==> src/cfa_pkg.sv <==
// shared types and constants for the contiguous fit allocator
// no dependencies; used by cfa_run_tracker and contiguous_fit_allocator_top
`timescale 1ns / 1ps
`default_nettype none

package cfa_pkg;

    // request operation codes
    typedef enum logic [1:0] {
        OP_FIRST = 2'd0,
        OP_BEST  = 2'd1,
        OP_WORST = 2'd2,
        OP_FREE  = 2'd3
    } op_t;

    // fixed widths of the request and result fields
    localparam int OPCODE_BITS = 2;
    localparam int OWNER_BITS  = 8;
    localparam int NEED_BITS   = 8;
    localparam int START_BITS  = 7;

    // control from the sequencer to the run tracker
    typedef struct packed {
        logic clear;
        logic step;
        logic cell_free;
        op_t  policy;
    } trk_ctrl_t;

endpackage

`default_nettype wire

==> src/contiguous_fit_allocator_top.sv <==
// contiguous fit allocator top: owner table memory and request sequencer
// depends on cfa_pkg and cfa_run_tracker
`timescale 1ns / 1ps
`default_nettype none

// usage
// - a request is taken on a rising edge with start high and busy low:
//   opcode picks first, best or worst fit allocation, or free of an owner
// - the owner table sits in one synchronous memory (one write port, one
//   read port, read data registered), so scans and frees walk the cells
//   one per cycle through that read port
// - allocation: a scan finds the run, S_PICK settles the pick, then S_FILL
//   tags the run, one cell per cycle
// - free: the read of cell k overlaps the write-back of cell k-1
// - an allocation with a zero or oversized size, or the empty code as
//   owner, is answered on the next cycle without touching the table
// - the result (success, start_cell) is shown for exactly one cycle with
//   done high, in the cycle busy falls; a new request may be taken then
// - the receiver cannot stall, so nothing backs up on the result side
// - after reset a clearing pass writes the empty code to every cell;
//   busy stays high until it ends
// - one request is in flight at a time
module contiguous_fit_allocator_top #(
    parameter int CELLS   = 128,
    parameter int ID_BITS = 8
) (
    input  wire logic                            clk,
    input  wire logic                            rst_n,
    input  wire logic                            start,
    output logic                                 busy,
    input  wire logic [cfa_pkg::OPCODE_BITS-1:0] opcode,
    input  wire logic [cfa_pkg::OWNER_BITS-1:0]  owner_id,
    input  wire logic [cfa_pkg::NEED_BITS-1:0]   request_cells,
    output logic                                 done,
    output logic                                 success,
    output logic [cfa_pkg::START_BITS-1:0]       start_cell
);

    localparam int AW = $clog2(CELLS);
    localparam int LW = $clog2(CELLS + 1);
    localparam int SW = $clog2(CELLS + 2);
    localparam int SB = cfa_pkg::START_BITS;
    localparam logic [ID_BITS-1:0] EMPTY_ID = {ID_BITS{1'b1}};

    typedef enum logic [5:0] {
        S_CLEAR = 6'b000001,
        S_IDLE  = 6'b000010,
        S_FREE  = 6'b000100,
        S_SCAN  = 6'b001000,
        S_PICK  = 6'b010000,
        S_FILL  = 6'b100000
    } state_t;

    state_t               state_reg, state_next;
    logic [SW-1:0]        idx_reg, idx_next;
    cfa_pkg::op_t         op_reg, op_next;
    logic [ID_BITS-1:0]   id_reg, id_next;
    logic [LW-1:0]        need_reg, need_next;
    logic [AW-1:0]        fill_addr_reg, fill_addr_next;
    logic [LW-1:0]        fill_left_reg, fill_left_next;
    logic                 done_reg, done_next;
    logic                 success_reg, success_next;
    logic [SB-1:0]        start_reg, start_next;

    // owner table memory
    logic [ID_BITS-1:0]   owner_mem [CELLS];
    logic                 rd_en;
    logic [AW-1:0]        rd_addr;
    logic [ID_BITS-1:0]   rd_data_reg;
    logic                 we;
    logic [AW-1:0]        wr_addr;
    logic [ID_BITS-1:0]   wr_data;

    // run tracker
    cfa_pkg::trk_ctrl_t   trk_ctrl;
    logic                 trk_found;
    logic [AW-1:0]        trk_pick;

    logic [ID_BITS-1:0]   req_id;
    logic                 accept;
    logic                 req_bad;
    logic [AW-1:0]        prev_cell;

    assign req_id    = ID_BITS'(owner_id);
    assign accept    = start && (state_reg == S_IDLE);
    assign req_bad   = (request_cells == '0) || (int'(request_cells) > CELLS)
                       || (req_id == EMPTY_ID);
    // cell whose data arrives this cycle
    assign prev_cell = AW'(idx_reg - SW'(1));

    cfa_run_tracker #(
        .CELLS (CELLS)
    ) u_run_tracker (
        .clk      (clk),
        .rst_n    (rst_n),
        .ctrl     (trk_ctrl),
        .cell_idx (prev_cell),
        .need     (need_reg),
        .found    (trk_found),
        .pick     (trk_pick)
    );

    always_comb
    begin
        state_next     = state_reg;
        idx_next       = idx_reg;
        op_next        = op_reg;
        id_next        = id_reg;
        need_next      = need_reg;
        fill_addr_next = fill_addr_reg;
        fill_left_next = fill_left_reg;
        done_next      = 1'b0;
        success_next   = success_reg;
        start_next     = start_reg;
        rd_en          = 1'b0;
        rd_addr        = AW'(idx_reg);
        we             = 1'b0;
        wr_addr        = AW'(idx_reg);
        wr_data        = EMPTY_ID;
        trk_ctrl.clear     = 1'b0;
        trk_ctrl.step      = 1'b0;
        trk_ctrl.cell_free = 1'b0;
        trk_ctrl.policy    = op_reg;

        case (state_reg)
            S_CLEAR:
            begin
                // write the empty code to every cell
                we       = 1'b1;
                idx_next = idx_reg + SW'(1);
                if (idx_reg == SW'(CELLS - 1))
                begin
                    idx_next   = '0;
                    state_next = S_IDLE;
                end
            end
            S_IDLE:
            begin
                if (accept)
                begin
                    op_next   = cfa_pkg::op_t'(opcode);
                    id_next   = req_id;
                    need_next = LW'(request_cells);
                    idx_next  = '0;
                    trk_ctrl.clear = 1'b1;
                    if (cfa_pkg::op_t'(opcode) == cfa_pkg::OP_FREE)
                        state_next = S_FREE;
                    else if (req_bad)
                    begin
                        done_next    = 1'b1;
                        success_next = 1'b0;
                        start_next   = '0;
                    end
                    else
                        state_next = S_SCAN;
                end
            end
            S_FREE:
            begin
                // read cell k while writing back cell k-1
                rd_en    = (idx_reg < SW'(CELLS));
                we       = (idx_reg != '0) && (rd_data_reg == id_reg);
                wr_addr  = prev_cell;
                idx_next = idx_reg + SW'(1);
                if (idx_reg == SW'(CELLS))
                begin
                    state_next   = S_IDLE;
                    done_next    = 1'b1;
                    success_next = 1'b1;
                    start_next   = '0;
                end
            end
            S_SCAN:
            begin
                // the step past the last cell closes any open run
                rd_en              = (idx_reg < SW'(CELLS));
                trk_ctrl.step      = (idx_reg != '0);
                trk_ctrl.cell_free = (idx_reg <= SW'(CELLS)) && (rd_data_reg == EMPTY_ID);
                idx_next           = idx_reg + SW'(1);
                if (idx_reg == SW'(CELLS + 1))
                    state_next = S_PICK;
            end
            S_PICK:
            begin
                if (trk_found)
                begin
                    fill_addr_next = trk_pick;
                    fill_left_next = need_reg;
                    state_next     = S_FILL;
                end
                else
                begin
                    state_next   = S_IDLE;
                    done_next    = 1'b1;
                    success_next = 1'b0;
                    start_next   = '0;
                end
            end
            S_FILL:
            begin
                we             = 1'b1;
                wr_addr        = fill_addr_reg;
                wr_data        = id_reg;
                fill_addr_next = fill_addr_reg + AW'(1);
                fill_left_next = fill_left_reg - LW'(1);
                if (fill_left_reg == LW'(1))
                begin
                    state_next   = S_IDLE;
                    done_next    = 1'b1;
                    success_next = 1'b1;
                    start_next   = SB'(trk_pick);
                end
            end
            default:
            begin
                state_next = S_IDLE;
            end
        endcase
    end

    always_ff @(posedge clk or negedge rst_n)
    begin
        if (!rst_n)
        begin
            state_reg <= S_CLEAR;
            idx_reg   <= '0;
            done_reg  <= 1'b0;
        end
        else
        begin
            state_reg <= state_next;
            idx_reg   <= idx_next;
            done_reg  <= done_next;
        end
    end

    // request and result payload
    always_ff @(posedge clk)
    begin
        op_reg        <= op_next;
        id_reg        <= id_next;
        need_reg      <= need_next;
        fill_addr_reg <= fill_addr_next;
        fill_left_reg <= fill_left_next;
        success_reg   <= success_next;
        start_reg     <= start_next;
    end

    // owner table: one write port, one registered read port
    always_ff @(posedge clk)
    begin
        if (we)
            owner_mem[wr_addr] <= wr_data;
        if (rd_en)
            rd_data_reg <= owner_mem[rd_addr];
    end

    assign busy       = (state_reg != S_IDLE);
    assign done       = done_reg;
    assign success    = success_reg;
    assign start_cell = start_reg;

    // a result is only shown as the sequencer returns to idle
    assert property (@(posedge clk) disable iff (!rst_n)
        done_reg |-> (state_reg == S_IDLE))
        else $error("result strobe outside idle");

    // a failed request reports start cell zero
    assert property (@(posedge clk) disable iff (!rst_n)
        (done_reg && !success_reg) |-> (start_reg == '0))
        else $error("failed request with nonzero start");

    // the table is never written while idle
    assert property (@(posedge clk) disable iff (!rst_n)
        (state_reg == S_IDLE) |-> !we)
        else $error("table write while idle");

    // tagging only runs with cells left to tag
    assert property (@(posedge clk) disable iff (!rst_n)
        (state_reg == S_FILL) |-> (fill_left_reg != '0))
        else $error("fill with no cells left");

    // a rejected request is answered on the next cycle
    assert property (@(posedge clk) disable iff (!rst_n)
        (accept && (opcode != cfa_pkg::OP_FREE) && req_bad) |=> (done_reg && !success_reg))
        else $error("rejected request not answered at once");

endmodule

`default_nettype wire

==> src/cfa_run_tracker.sv <==
// free run tracker: follows runs of empty cells during a scan and keeps
// the pick for first, best or worst fit; depends on cfa_pkg
`timescale 1ns / 1ps
`default_nettype none

module cfa_run_tracker #(
    parameter int CELLS = 128
) (
    input  wire logic                         clk,
    input  wire logic                         rst_n,
    input  wire cfa_pkg::trk_ctrl_t           ctrl,
    input  wire logic [$clog2(CELLS)-1:0]     cell_idx,
    input  wire logic [$clog2(CELLS+1)-1:0]   need,
    output logic                              found,
    output logic [$clog2(CELLS)-1:0]          pick
);

    localparam int AW = $clog2(CELLS);
    localparam int LW = $clog2(CELLS + 1);

    logic [AW-1:0] run_start_reg, run_start_next;
    logic [LW-1:0] run_len_reg, run_len_next;
    logic          found_reg, found_next;
    logic [AW-1:0] pick_reg, pick_next;
    logic [LW-1:0] pick_len_reg, pick_len_next;

    always_comb
    begin
        run_start_next = run_start_reg;
        run_len_next   = run_len_reg;
        found_next     = found_reg;
        pick_next      = pick_reg;
        pick_len_next  = pick_len_reg;
        if (ctrl.clear)
        begin
            run_len_next  = '0;
            found_next    = 1'b0;
            pick_next     = '0;
            pick_len_next = '0;
        end
        else if (ctrl.step)
        begin
            if (ctrl.cell_free)
            begin
                if (run_len_reg == '0)
                    run_start_next = cell_idx;
                run_len_next = run_len_reg + LW'(1);
            end
            else
            begin
                // a run just ended; weigh it against the current pick
                if (run_len_reg >= need)
                begin
                    if (!found_reg)
                    begin
                        found_next    = 1'b1;
                        pick_next     = run_start_reg;
                        pick_len_next = run_len_reg;
                    end
                    else if (ctrl.policy == cfa_pkg::OP_BEST && run_len_reg < pick_len_reg)
                    begin
                        pick_next     = run_start_reg;
                        pick_len_next = run_len_reg;
                    end
                    else if (ctrl.policy == cfa_pkg::OP_WORST && run_len_reg > pick_len_reg)
                    begin
                        pick_next     = run_start_reg;
                        pick_len_next = run_len_reg;
                    end
                end
                run_len_next = '0;
            end
        end
    end

    always_ff @(posedge clk or negedge rst_n)
    begin
        if (!rst_n)
        begin
            run_start_reg <= '0;
            run_len_reg   <= '0;
            found_reg     <= 1'b0;
            pick_reg      <= '0;
            pick_len_reg  <= '0;
        end
        else
        begin
            run_start_reg <= run_start_next;
            run_len_reg   <= run_len_next;
            found_reg     <= found_next;
            pick_reg      <= pick_next;
            pick_len_reg  <= pick_len_next;
        end
    end

    assign found = found_reg;
    assign pick  = pick_reg;

endmodule

`default_nettype wire

==> config.mk <==
export PLATFORM = sky130hd
export DESIGN_NAME = contiguous_fit_allocator_top
export DESIGN_NICKNAME = d
export VERILOG_FILES = /design/src/cfa_pkg.sv /design/src/contiguous_fit_allocator_top.sv /design/src/cfa_run_tracker.sv
export SDC_FILE = /design/constraint.sdc
export NUM_CORES = 1
export LEC_CHECK = 0
export ABC_AREA = 1
export BUFFER_PORTS_ARGS = -buffer_cell sky130_fd_sc_hd__buf_2
export CELL_PAD_IN_SITES_DETAIL_PLACEMENT = 1
export CELL_PAD_IN_SITES_GLOBAL_PLACEMENT = 1
export CORE_MARGIN = 2
export CORE_UTILIZATION = 55
export DETAILED_ROUTE_END_ITERATION = 8
export PLACE_DENSITY_LB_ADDON = 0.1
export SYNTH_ARGS = -nofsm -noshare
export SYNTH_HDL_FRONTEND = slang
export SYNTH_SLANG_ARGS = --single-unit
==> constraint.sdc <==
create_clock -name clk -period 8.4 [get_ports clk]
set_input_delay 1.68 -clock clk [delete_from_list [all_inputs] [get_ports clk]]
set_output_delay 1.68 -clock clk [all_outputs]
set_load 0.02 [all_outputs]
==> results.py <==
metrics = {
    "global_routing": {
        "grt_pass1_vias": 36400,
        "grtUsageTotal_pct": 32.7,
        "grt_pass1_wl_um": 221000,
        "antenna_found_initial": 2,
        "grt.overflow.total": 0,
        "use_met3_pct": 5.28,
        "busiest_layer": "met2",
        "grt_use_met2_pct": 54.5,
        "use_met1_pct": 42.5,
        "grt_max_degree": 188,
    },
    "critical_path": {
        "crit_type": "reg2reg",
        "cp_max_fo": 16,
        "crit_path_end_kind": "register",
        "critical_path.startpoint_type": "register",
        "crit_arrival_ns": 5.22,
        "worstPathRequired_ns": 8.73,
    },
    "timing": {
        "finalSetupViolations": 0,
        "setup_tns_ns": 0,
        "period_share_pct": 58.2,
        "min_period_ns": 4.89,
        "grt_setup_unrepaired": "false",
        "fin_skew_ns": 0.0223,
        "max_freq_ghz": 0.205,
        "hold_ws_ns": 0.473,
        "hold_viol_final": 0,
        "maxSlewViolCount": 0,
        "finalWorstSetupSlack_ns": 3.51,
        "slew_headroom_pct": 22.2,
        "tightest_slew_ns": 1.17,
    },
    "cts": {
        "cts-resized-gates": 0,
        "root_buffer": "clkbuf_16",
        "hold_buffers": 0,
        "cts_tree": "yes",
        "clock_latency_ns": 0.72,
        "clk_pin_slew_worst_paths_ns": 0.06,
        "htree_levels": 3,
        "clockBufferDepth": 3,
        "numCtsBuffers": 115,
        "cts.sinks": 1119,
        "cts_setup_buffers": 0,
    },
    "job": {
        "drv_cap": 0,
    },
    "synthesis": {
        "syn-cell-area_mm2": 0.0489,
        "synth_top_area_cell": "edfxtp_1",
        "syn_area_per_cell_um2": 10.2,
        "synth_commonest_cells": "nand2_1, edfxtp_1, nor2_1",
        "yosys.area_share.adder_pct": 0.639,
        "yosys.area.top_type_share_pct": 65.8,
        "syn_nets": 4865,
        "yosysMostFrequentCell": "nand2_1",
        "muxShareOfSynthArea_pct": 0,
        "synth-xor-area-share_pct": 0.304,
        "yosysSeqAreaShare_pct": 68.2,
        "yosys_warnings": 0,
        "synthArstFlopShare_pct": 4.11,
        "synthFlopType": "edfxtp_1",
        "syn_inst": 4819,
        "synth_top_family_by_area": "simple AND/OR/NAND/NOR gates",
        "yosysUniqueCellTypes": 45,
        "synth_edf_count": 1073,
        "synth_seq_cells": 1119,
        "synth-compound-area-share_pct": 3.93,
        "synthSimpleGateAreaFrac_pct": 20.7,
        "ys_top_cells_by_area": "edfxtp_1, nand2_1, nor2_1, inv_1, o21ai_0",
    },
    "die": {
        "die_y_um": 302,
        "coreArea_mm2": 0.0882,
        "rows": 109,
        "fp.dieW_um": 302,
        "ios": 31,
        "die-area_mm2": 0.0914,
        "start_util_pct": 55.5,
    },
    "placement": {
        "dp_hpwl_um": 87500,
        "dp_slack_ns": 3.69,
        "port_buffers": 30,
        "place_area_mm2": 0.0500,
        "dp.cells": 5828,
        "gp_congestion": 0.860,
    },
    "pwr": {
        "total_power_mw": 15.9,
        "comb_power_share_pct": 27.9,
        "p_sw_share_pct": 35.8,
        "leakage_nw": 22.9,
        "power.internal_mw": 10.2,
        "power_density_mw_per_mm2": 296,
        "clkPwrFrac_pct": 32.1,
        "vdd_ir_drop_max_mv": 0.225,
        "p_sw_mw": 5.68,
        "seqPwrFrac_pct": 40.0,
    },
    "route": {
        "vias_per_cell": 5.75,
        "drtAntennaViolNets": 0,
        "wire_per_inst_um": 24.6,
        "drt-total-wl_um": 148000,
        "vias": 34700,
        "post-route-drc-count": 0,
        "first_pass_iters": 6,
        "drtIter0Drc": 3260,
    },
    "cells_and_area": {
        "layout-drive-gt1-share_pct": 6.09,
        "fin_area_mm2": 0.0537,
        "final_net_count": 4826,
        "final_util_pct": 60.8,
        "antenna_cells": 0,
        "top_register": "owner_mem",
        "largest_reg_flops": 1024,
        "fin_cells": 6038,
        "area_growth_pct": 9.64,
    },
    "run_status": {
        "status": "completed",
    },
    "worst_hold_path": {
        "holdCritPathClass": "reg2reg",
    },
}
path summary, 6_finish.rpt:
| path | from | to | slack, ns | cells after the start |
|---|---|---|---|---|
| max | idx_reg[6] | owner_mem[64][6] | 3.51 | 8 |
| min | u_run_tracker.pick_len_reg[2] | u_run_tracker.pick_len_reg[2] | 0.47 | 2 |
| max reg2reg | idx_reg[6] | owner_mem[64][6] | 3.51 | 8 |
| min reg2reg | u_run_tracker.pick_len_reg[2] | u_run_tracker.pick_len_reg[2] | 0.47 | 2 |
| max in group asynchronous | rst_n | idx_reg[0] | 6.78 | 2 |
| min in group asynchronous | rst_n | u_run_tracker.pick_len_reg[6] | 1.09 | 2 |
worst max-delay path, cell delays in order (launching register included):
cell	delay, ns
dfrtp_1	0.92
clkinv_1	0.78
nand3_1	0.39
nor2_1	0.08
nor2_1	0.09
nand4_1	0.12
nand2_2	0.23
nand3_2	0.92
nor2_1	0.98
placed cells by master, fill, tap and decap left out, types with 8 or more instances in the layout:
cell / n
nand3_2: 9
xor2_1: 14
nand4_1: 28
nand2_1: 1539
a21oi_1: 18
nor2_1: 618
inv_1: 530
inv_2: 13
nor2_4: 14
o21ai_1: 24
nand3b_1: 8
buf_4: 37
clkbuf_1: 30
edfxtp_1: 1073
dfrtp_1: 43
clkinv_1: 24
nor3_1: 13
buf_2: 30
o21ai_0: 308
ha_1: 25
clkinv_2: 16
nand3_1: 256
bufinv_16: 11
clkbuf_16: 117
power groups by stage:
stage,logic [mW],clock network (mW),registers [mW]
after floorplan,2.99,0,6.33
after CTS,4.40,5.13,6.35
after global routing,4.85,5.32,6.36
after detailed placement,4.32,0,6.46
final,4.44,5.09,6.35
after global placement,4.18,0,6.46
metal layers:
layer / share of wire, % / vias to the layer above
met2: 48 / 1374
li1: - / 15600
met3: 7.4 / 371
met5: 0 / -
met1: 40 / 17300
met4: 4.6 / 0
logic make-up (layout without fill, tap and decap cells):
logic type	after synthesis	after routing
xor gates and xnor gates	17	17
and+or+nand+nor	2514	2514
AOI/OAI and AO/OA	372	372
DFF	1119	1119
buffers and inverters	772	826
adders and majority gates	25	25
final cells by class:
cell class | count | area (um^2)
Multi-Input combinational cell | 2928 | 12600
Clock buffer | 153 | 3120
Sequential cell | 1119 | 33400
Timing Repair Buffer | 70 | 488
Tap cell | 1165 | 1460
Inverter | 546 | 2060
Clock inverter | 57 | 584
Fill cell | 9466 | 34600
No activity file was read; power rests on OpenSTA's default activity.
